**src/rtl/core/ial_pkg.sv**
```systemverilog
// Shared types and constants for the indexed array list.
package ial_pkg;

   localparam int DEPTH   = 16;
   localparam int DATA_W  = 32;
   localparam int CNT_W   = 5;
   localparam int POS_W   = $clog2(DEPTH);

   typedef enum logic [1:0] {
      KIND_APPEND = 2'd0,
      KIND_INSERT = 2'd1,
      KIND_DELETE = 2'd2,
      KIND_READ   = 2'd3
   } kind_type;

   typedef enum logic [1:0] {
      ST_OK     = 2'd0,
      ST_FULL   = 2'd1,
      ST_BADIDX = 2'd2
   } status_type;

   typedef enum logic [1:0] {
      CELL_HOLD,
      CELL_LOAD,
      CELL_SHIFT_UP,
      CELL_SHIFT_DOWN
   } cell_op_type;

   typedef struct packed {
      cell_op_type              op;
      logic signed [DATA_W-1:0] value;
   } cell_ctl_type;

endpackage

```
**src/rtl/core/ial_cell.sv**
```systemverilog
// One list position: holds a word and takes a new one, or a neighbor's, when told.
module ial_cell
   import ial_pkg::*;
(
   input  logic                     clock,
   input  cell_ctl_type             ctl,
   input  logic signed [DATA_W-1:0] lower_data,
   input  logic signed [DATA_W-1:0] upper_data,
   output logic signed [DATA_W-1:0] data
);

   logic signed [DATA_W-1:0] data_ff;
   logic signed [DATA_W-1:0] data_in;

   always_comb begin
      unique case (ctl.op)
         CELL_LOAD:       data_in = ctl.value;
         CELL_SHIFT_UP:   data_in = lower_data;
         CELL_SHIFT_DOWN: data_in = upper_data;
         default:         data_in = data_ff;
      endcase
   end

   always_ff @(posedge clock) begin
      data_ff <= data_in;
   end

   assign data = data_ff;

endmodule

```
**src/rtl/core/indexed_array_list.sv**
```systemverilog
// Top level of the indexed array list: request decode, row of cells, result register.
//
// An ordered list of signed 32-bit words held in a row of DEPTH cells.
// Request channel (req_): kind, index and value; one item per request.
// Kinds are append, insert at index, delete at index and read at index.
// Result channel (rsp_): the deleted or read word, a status (ok, full,
// bad index) and the list length after the request.
// Every request gives one result, registered and shown in the cycle after it is accepted.
// Throughput is one item per cycle while rsp_ready is high: all cells shift
// in parallel in the cycle the item is accepted; the result lands in an output register.
// A request is taken while the output register is empty or being drained,
// so a stalled receiver holds req_ready low once a result is waiting.
// csr_wr_en writes the capacity register; write it only while idle.
// Reset empties the list, sets capacity to 16 and clears rsp_valid.
// Cell contents are not cleared; positions at or above the length are
// never returned.
module indexed_array_list_core
   import ial_pkg::*;
(
   input  logic                     clock,
   input  logic                     reset,
   input  logic                     req_valid,
   output logic                     req_ready,
   input  logic [1:0]               req_kind,
   input  logic [4:0]               req_index,
   input  logic signed [31:0]       req_value,
   output logic                     rsp_valid,
   input  logic                     rsp_ready,
   output logic signed [31:0]       rsp_result_value,
   output logic [1:0]               rsp_status,
   output logic [4:0]               rsp_count,
   input  logic                     csr_wr_en,
   input  logic [4:0]               csr_wr_data
);

   logic [CNT_W-1:0]         capacity_ff;
   logic [CNT_W-1:0]         fill_ff;
   logic [CNT_W-1:0]         fill_in;
   logic                     rsp_valid_ff;
   logic                     rsp_valid_in;
   logic signed [DATA_W-1:0] rsp_value_ff;
   logic signed [DATA_W-1:0] rsp_value_in;
   status_type               rsp_status_ff;
   status_type               rsp_status_in;

   logic                     req_fire;
   kind_type                 kind;
   logic [CNT_W-1:0]         limit;
   logic                     full;
   logic                     idx_in_list;
   logic                     idx_ins_ok;
   logic signed [DATA_W-1:0] picked;

   cell_ctl_type             cell_ctl [DEPTH];
   logic signed [DATA_W-1:0] cell_data [DEPTH];

   assign req_ready = !rsp_valid_ff || rsp_ready;
   assign req_fire  = req_valid && req_ready;
   assign kind      = kind_type'(req_kind);

   // Capacity above the row length saturates to the row length.
   assign limit       = (capacity_ff > CNT_W'(DEPTH)) ? CNT_W'(DEPTH) : capacity_ff;
   assign full        = fill_ff >= limit;
   assign idx_in_list = req_index < fill_ff;
   assign idx_ins_ok  = req_index <= fill_ff;
   assign picked      = cell_data[req_index[POS_W-1:0]];

   genvar gi;
   generate
      for (gi = 0; gi < DEPTH; gi++) begin : g_cell
         localparam logic [CNT_W-1:0] POS = CNT_W'(gi);

         always_comb begin
            cell_ctl[gi].value = req_value;
            cell_ctl[gi].op    = CELL_HOLD;
            if (req_fire) begin
               unique case (kind)
                  KIND_APPEND: begin
                     if (!full && POS == fill_ff) cell_ctl[gi].op = CELL_LOAD;
                  end
                  KIND_INSERT: begin
                     if (idx_ins_ok && !full) begin
                        if (POS == req_index)     cell_ctl[gi].op = CELL_LOAD;
                        else if (POS > req_index) cell_ctl[gi].op = CELL_SHIFT_UP;
                     end
                  end
                  KIND_DELETE: begin
                     if (idx_in_list && POS >= req_index) cell_ctl[gi].op = CELL_SHIFT_DOWN;
                  end
                  default: begin
                  end
               endcase
            end
         end

         ial_cell u_cell (
            .clock      (clock),
            .ctl        (cell_ctl[gi]),
            .lower_data ((gi == 0) ? '0 : cell_data[(gi == 0) ? 0 : gi - 1]),
            .upper_data ((gi == DEPTH - 1) ? '0 : cell_data[(gi == DEPTH - 1) ? gi : gi + 1]),
            .data       (cell_data[gi])
         );
      end
   endgenerate

   always_comb begin
      fill_in       = fill_ff;
      rsp_value_in  = rsp_value_ff;
      rsp_status_in = rsp_status_ff;
      rsp_valid_in  = rsp_valid_ff && !rsp_ready;
      if (req_fire) begin
         rsp_valid_in  = 1'b1;
         rsp_value_in  = '0;
         rsp_status_in = ST_OK;
         unique case (kind)
            KIND_APPEND: begin
               if (full) rsp_status_in = ST_FULL;
               else      fill_in = fill_ff + CNT_W'(1);
            end
            KIND_INSERT: begin
               if (!idx_ins_ok)  rsp_status_in = ST_BADIDX;
               else if (full)    rsp_status_in = ST_FULL;
               else              fill_in = fill_ff + CNT_W'(1);
            end
            KIND_DELETE: begin
               if (!idx_in_list) begin
                  rsp_status_in = ST_BADIDX;
               end else begin
                  rsp_value_in = picked;
                  fill_in      = fill_ff - CNT_W'(1);
               end
            end
            default: begin
               if (!idx_in_list) rsp_status_in = ST_BADIDX;
               else              rsp_value_in = picked;
            end
         endcase
      end
   end

   always_ff @(posedge clock) begin
      if (reset) begin
         capacity_ff  <= CNT_W'(16);
         fill_ff      <= '0;
         rsp_valid_ff <= 1'b0;
      end else begin
         if (csr_wr_en) capacity_ff <= csr_wr_data;
         fill_ff      <= fill_in;
         rsp_valid_ff <= rsp_valid_in;
      end
   end

   always_ff @(posedge clock) begin
      rsp_value_ff  <= rsp_value_in;
      rsp_status_ff <= rsp_status_in;
   end

   assign rsp_valid        = rsp_valid_ff;
   assign rsp_result_value = rsp_value_ff;
   assign rsp_status       = rsp_status_ff;
   assign rsp_count        = fill_ff;

endmodule

```
**config.mk**
```make
export PLATFORM = sky130hd
export DESIGN_NAME = indexed_array_list_core
export DESIGN_NICKNAME = d
export VERILOG_FILES = /design/src/rtl/core/ial_pkg.sv /design/src/rtl/core/ial_cell.sv /design/src/rtl/core/indexed_array_list.sv
export SDC_FILE = /design/constraint.sdc
export NUM_CORES = 1
export LEC_CHECK = 0
export BUFFER_PORTS_ARGS = -buffer_cell sky130_fd_sc_hd__buf_4
export CAP_MARGIN = 25
export CORE_MARGIN = 1.5
export CORE_UTILIZATION = 59
export DETAILED_ROUTE_END_ITERATION = 16
export GPL_ROUTABILITY_DRIVEN = 1
export MAX_ROUTING_LAYER = met4
export PLACE_DENSITY = 0.82
export SYNTH_ARGS = -nofsm -noshare
export SYNTH_HDL_FRONTEND = slang
export SYNTH_HIERARCHICAL = 1
export SYNTH_SLANG_ARGS = --single-unit
```
**constraint.sdc**
```tcl
create_clock -name clock -period 13.2 [get_ports clock]
set_input_delay 2.64 -clock clock [delete_from_list [all_inputs] [get_ports clock]]
set_output_delay 2.64 -clock clock [all_outputs]
set_load 0.02 [all_outputs]
```
# After elaboration in Yosys (flattened, before gate mapping)
# Index checks and enable logic that the tools add are counted.
[classes] n_addsub=2 n_lt_le_gt_ge=37 n_eq_ne=82 mux=141 bitwise=2 n_reduce_logical=61
[ops] cell="32-bit case mux with 3 select lines" count=16
[ops] cell="2-bit 2-to-1 mux" count=82
[ops] cell="32-bit binary-select mux with 4-bit select" count=1
[ops] cell="2-bit case mux with 3 select lines" count=16
[ops] cell="4-bit by 5-bit equality test with 1-bit output, first input constant" count=16
[ops] cell="2-bit equality test, second input constant" count=33
[ops] cell="32-bit 2-to-1 mux" count=2
[ops] cell="3-bit nonzero test" count=17
[ops] cell="3-bit by 5-bit equality test with 1-bit output, first input constant" count=8
[ops] cell="4-bit by 5-bit >= comparator with 1-bit output, first input constant" count=8
[ops] cell="4-bit by 5-bit greater-than comparator with 1-bit output, first input constant" count=8
[ops] cell="1-bit logical AND" count=35
[ops] cell="2-bit by 1-bit equality test with 1-bit output, second input constant" count=17
[ops] cell="2-bit by 5-bit equality test with 1-bit output, first input constant" count=4
[ops] cell="3-bit by 5-bit >= comparator with 1-bit output, first input constant" count=4
[ops] cell="3-bit by 5-bit greater-than comparator with 1-bit output, first input constant" count=4
[ops] cell="5-bit 2-to-1 mux" count=4
[ops] cell="1-bit 2-to-1 mux" count=18
[ops] cell="5-bit case mux with 3 select lines" count=1
[ops] cell="1-bit by 5-bit equality test with 1-bit output, first input constant" count=2
[ops] cell="1-bit by 5-bit >= comparator with 1-bit output, first input constant" count=2
[ops] cell="2-bit by 5-bit >= comparator with 1-bit output, first input constant" count=2
[ops] cell="1-bit by 5-bit greater-than comparator with 1-bit output, first input constant" count=2
[ops] cell="2-bit by 5-bit greater-than comparator with 1-bit output, first input constant" count=2
[ops] cell="other kinds (17)" count=21
[totals] regBits=557 in_bits=49 out_inout_bits=41 elab_cells=346

# Logic depth before layout (Yosys ltp)
[logic_depth] word_depth=10 ltp_mapped=17

# Hierarchy
# Netlist, hierarchy kept.
[by_module_without_submodules] module="ial_cell" n_inst=16 cells_each=140 area_each_um2=1672.9
[by_module_without_submodules] module="indexed_array_list_core" n_inst=1 cells_each=889 area_each_um2=7089.3

# Worst setup path before layout
# OpenSTA, ideal clock, no wires.
[synth_timing] path_type="input to register" startpoint="input req_index[0]" endpoint="register g_cell[5].u_cell.data_ff[0] (enable)" setup_time_ps=375 arrival_ps=5969 required_time_ps=12825 path_slack_ps=6856 path_stages=16 n_path_buf=7 path_cell_list="buf_2 -> buf_2 -> inv_2 -> clkbuf_1 -> buf_1 -> ha_1 -> nor2b_1 -> o21ai_0 -> nand3_1 -> clkbuf_1 -> nor3_1 -> a22oi_1 -> a21oi_1 -> buf_6 -> buf_12 -> or2_2"
[synth_lines] element="start, declared" line="indexed_array_list.sv:25" source="input logic [4:0] req_index,"
[synth_lines] element="end signal, assigned" line="ial_cell.sv:25" source="data_ff <= data_in;"
[synth_lines] element="end, declared" line="ial_cell.sv:12" source="logic signed [DATA_W-1:0] data_ff;"

==> impl_results.md <==
- Number of enable-type register cells in the synthesized netlist: 546
- Routed via count divided by cell count: 6.81
- Hold Path Class: register to register
- Timing-limited maximum frequency: 0.140 GHz
- Cell breakdown of the critical path: buf_4 > inv_2 > ha_1 > nor2b_1 > o21ai_0 > nand3_1 > nor3_1 > o21ai_0 > a21boi_4 > buf_4 > or2_2
- Worst slew margin relative to its limit: 0.252
- Initial cell density of the core: 0.598
- Vias in the first global route: 25,000
- Inserted Clock Buffers: 60
- Fraction of the mapped netlist area in compound gates: 0.140
- Layout cell share with drive strength beyond 1: 0.110
- Final slew viol count: 0
- Path type of the worst setup path: primary input to register
- Core Area: 0.0566 mm²
- Die boundary width: about 240 µm
- Row Count: 87
- TritonCTS clock tree: built
- Number of instances resized during post-cts repair: 0
- Most numerous cell types in the synthesized netlist: 611 x a21oi_1, 599 x mux2i_1, 588 x nor2_1, 546 x edfxtp_1, 102 x nand2_1
- Top Ports: 90
- Result of the run: finished clean
- First-pass GRT wire length: around 170,000 µm
- Final Hold Fails: 0
- Total vias in the final route: 26,900
- Port buffer count: 89
- Clock Tree Buf Depth: 3
- Post-Place Cells: roughly 3,800
- Clock transition at path regs: 0.06 ns
- Leading post-synthesis cells by cell area: edfxtp_1 48%, mux2i_1 18%, a21oi_1 9.0%, nor2_1 6.5%, buf_12 2.8%
- Count of buffers added by post-CTS timing repair for setup: 0
- Post-synthesis instance total: 3,129
- Unrepaired setup endpoints after global routing: false
- Detail-routed net length per standard cell: 28.9 µm
- Critical Path RT: 13.47 ns
- Type of origin of the critical path: primary input
- Period utilization: 0.539
- Part of the Yosys area used for sequential elements: 0.491
- Setup ws final: around 6.1 ns
- Slew at the pin with the worst max-slew slack: 1.12 ns
- Fraction of synthesized cell area in xor and xnor cells: 0.000259
- Final Instance Count excl. Fillers: just under 4,000
- Library cell used as clock root buffer: clkbuf_16
- Slowest cell delay on critical path: 0.89 ns
- Worst hold slack: ~0.5 ns
- Layout fillers: 4,438
- Maximum net fanout on the critical path: 65
- Layout overhead on the synthesized area: 7.23%
- Cell type contributing the most total cell area after synthesis: edfxtp_1
- Count of state elements after synthesis: 557
- HPWL after DPL: 77,800 µm
- Worst-case clock skew: 0.0419 ns
- Synth unique cells: 65
- TNS Setup: 0 ns
- Core occupancy in the finished layout: 0.641
- Final critical delay including setup and external delays: 7.12 ns
- Max_cap viols: 0
- Async SR Flop Fraction: 0
- GRT Overall Usage: 0.394
- Die Ht: 243 µm
- Last weighted congestion value of the routability-driven placer: 0.983
- Clock H-tree levels: 2
- Detailed Route Iter0 Violations: approximately 4,500
- Worst slack at placement: roughly 5.6 ns
- Leakage power: 11.7 nW
- Pre-antenna DRT Iters: 7
- Share of the synthesized area in the top cell type: 0.484
- Post-synthesis share of cell area spent on and, or, nand and nor gates: 0.0914
- Count of synthesis-stage warnings from yosys: 6
- Share of synthesized area spent on multiplexers: 0.209
- Total DRC errors in the routed layout: 0
- Post-Synthesis Mean Instance Area: 10.8 µm²
- Combinational family with the most area after synthesis: multiplexers
- Endpoint kind of the worst setup timing path: register
- Mapped cell area: 0.0339 mm²
- Most frequently used cell type in the post-synthesis netlist: a21oi_1
- Congestion Overflow GR: 0
- Total length of routed wires: 114,000 µm
- Maximum number of pins on one net before global-route repair: 72
- Final #Nets: 3,199
- Endpoint arrival time on the critical path: approximately 7.4 ns
- Antenna viol nets, final: 0
- Hold-fix buffers, CTS: 0
- Sinks on the clock net: around 560
- Power per Cell Area: 116 mW/mm²
- Prevailing post-synth register cell: edfxtp_1
- Maximum ir drop on the vdd rail: 0.000130 V
- Worst skew pair latency: 0.67 ns
- Area share of fa/ha/maj cells after synthesis: 0.00591
- Antenna violations before repair: 6
- Floorplan die area: 0.0588 mm²
- Final count of negative-setup-slack endpoints: 0
- Cell with the biggest individual delay on the critical path: or2_2
==> kinds of logic (layout without fill, tap and decap cells) <==
family          after synthesis  in the layout
mux                         659            659
fa+ha+maj                    16             16
flops                       557            557
simple gates                773            773
other cells                   1             70
xor+xnor                      1              1
buf+inv                     281            272
compound gates              841            841
==> power by group <==
| part | switching [mW] | internal (mW) |
|---|---|---|
| combinational | 0.325 | 0.159 |
| clock | 0.744 | 0.956 |
| sequential | 0.0397 | 2.00 |
==> cell type report <==
cell class	instances	area [µm²]	share of cell area
sequential	557	16600	0.458
multi-input combinational	2354	15600	0.430
clock buffer	78	1690	0.0464
timing repair buffer	145	1120	0.0308
tap	756	946	0.0261
clock inverter	33	258	0.00710
inverter	16	60.1	0.00165
antenna	6	15.0	0.000414
==> registers in the layout (all words and copies together) (netlist names) <==
signal / count
rsp_status: 2
rsp_result_value: 32
rsp_valid: 1
g_cell.u_cell/data: 512
rsp_count: 5
capacity_ff: 5
==> stage by stage <==
| stage | area, µm² | power [mW] |
|---|---|---|
| 2_1_floorplan | 34100 | 2.36 |
| 3_3_place_gp | 34300 | 2.52 |
| 3_5_place_dp | 34300 | 2.54 |
| 4_1_cts | 36200 | 4.20 |
| 5_1_grt | 36300 | 4.32 |
| 6_report | 36300 | 4.22 |
==> routing by layer <==
metal  share of wire  wire length (µm)  up-vias  GRT usage
met1            0.41             46300    12800      0.583
li1                -                 -    11600          -
met5               0                 0        -          -
met4           0.021              2380        0     0.0868
met3            0.16             18700      196      0.116
met2            0.41             46700     2260      0.533
==> placed cells by master, fill, tap and decap left out, types with 13 or more instances in the layout <==
cell       instances
a21oi_1          607
ha_1              16
a22oi_1           14
mux2_2            25
clkbuf_16         65
o21ai_0           60
mux4_2            35
clkinv_1          15
nor2_1           580
o31ai_1           13
nor3_1            16
conb_1            64
nand2_1          102
or2_2             17
buf_4            142
edfxtp_1         546
inv_1             13
o211ai_1          28
mux2i_1          599
a211oi_1          32
==> worst max-delay path, delay by kind of cell <==
kind / cells / cell delay (ns)
simple gates: 4 / 2.31
compound gates: 3 / 0.79
fa+ha+maj: 1 / 0.25
buf+inv: 3 / 1.33
==> worst paths after layout <==
kind / cells past startpoint / slack, ns / end / from
hold reg to reg: 2 / 0.50 / capacity_ff[0] / capacity_ff[0]
setup reg to reg: 10 / 7.91 / g_cell[5].u_cell/data[5] / rsp_count[3]
hold / removal: 2 / 0.50 / capacity_ff[0] / capacity_ff[0]
setup / recovery: 11 / 6.08 / g_cell[5].u_cell/data[5] / req_index[0]
(Power assumes the default switching activity.)
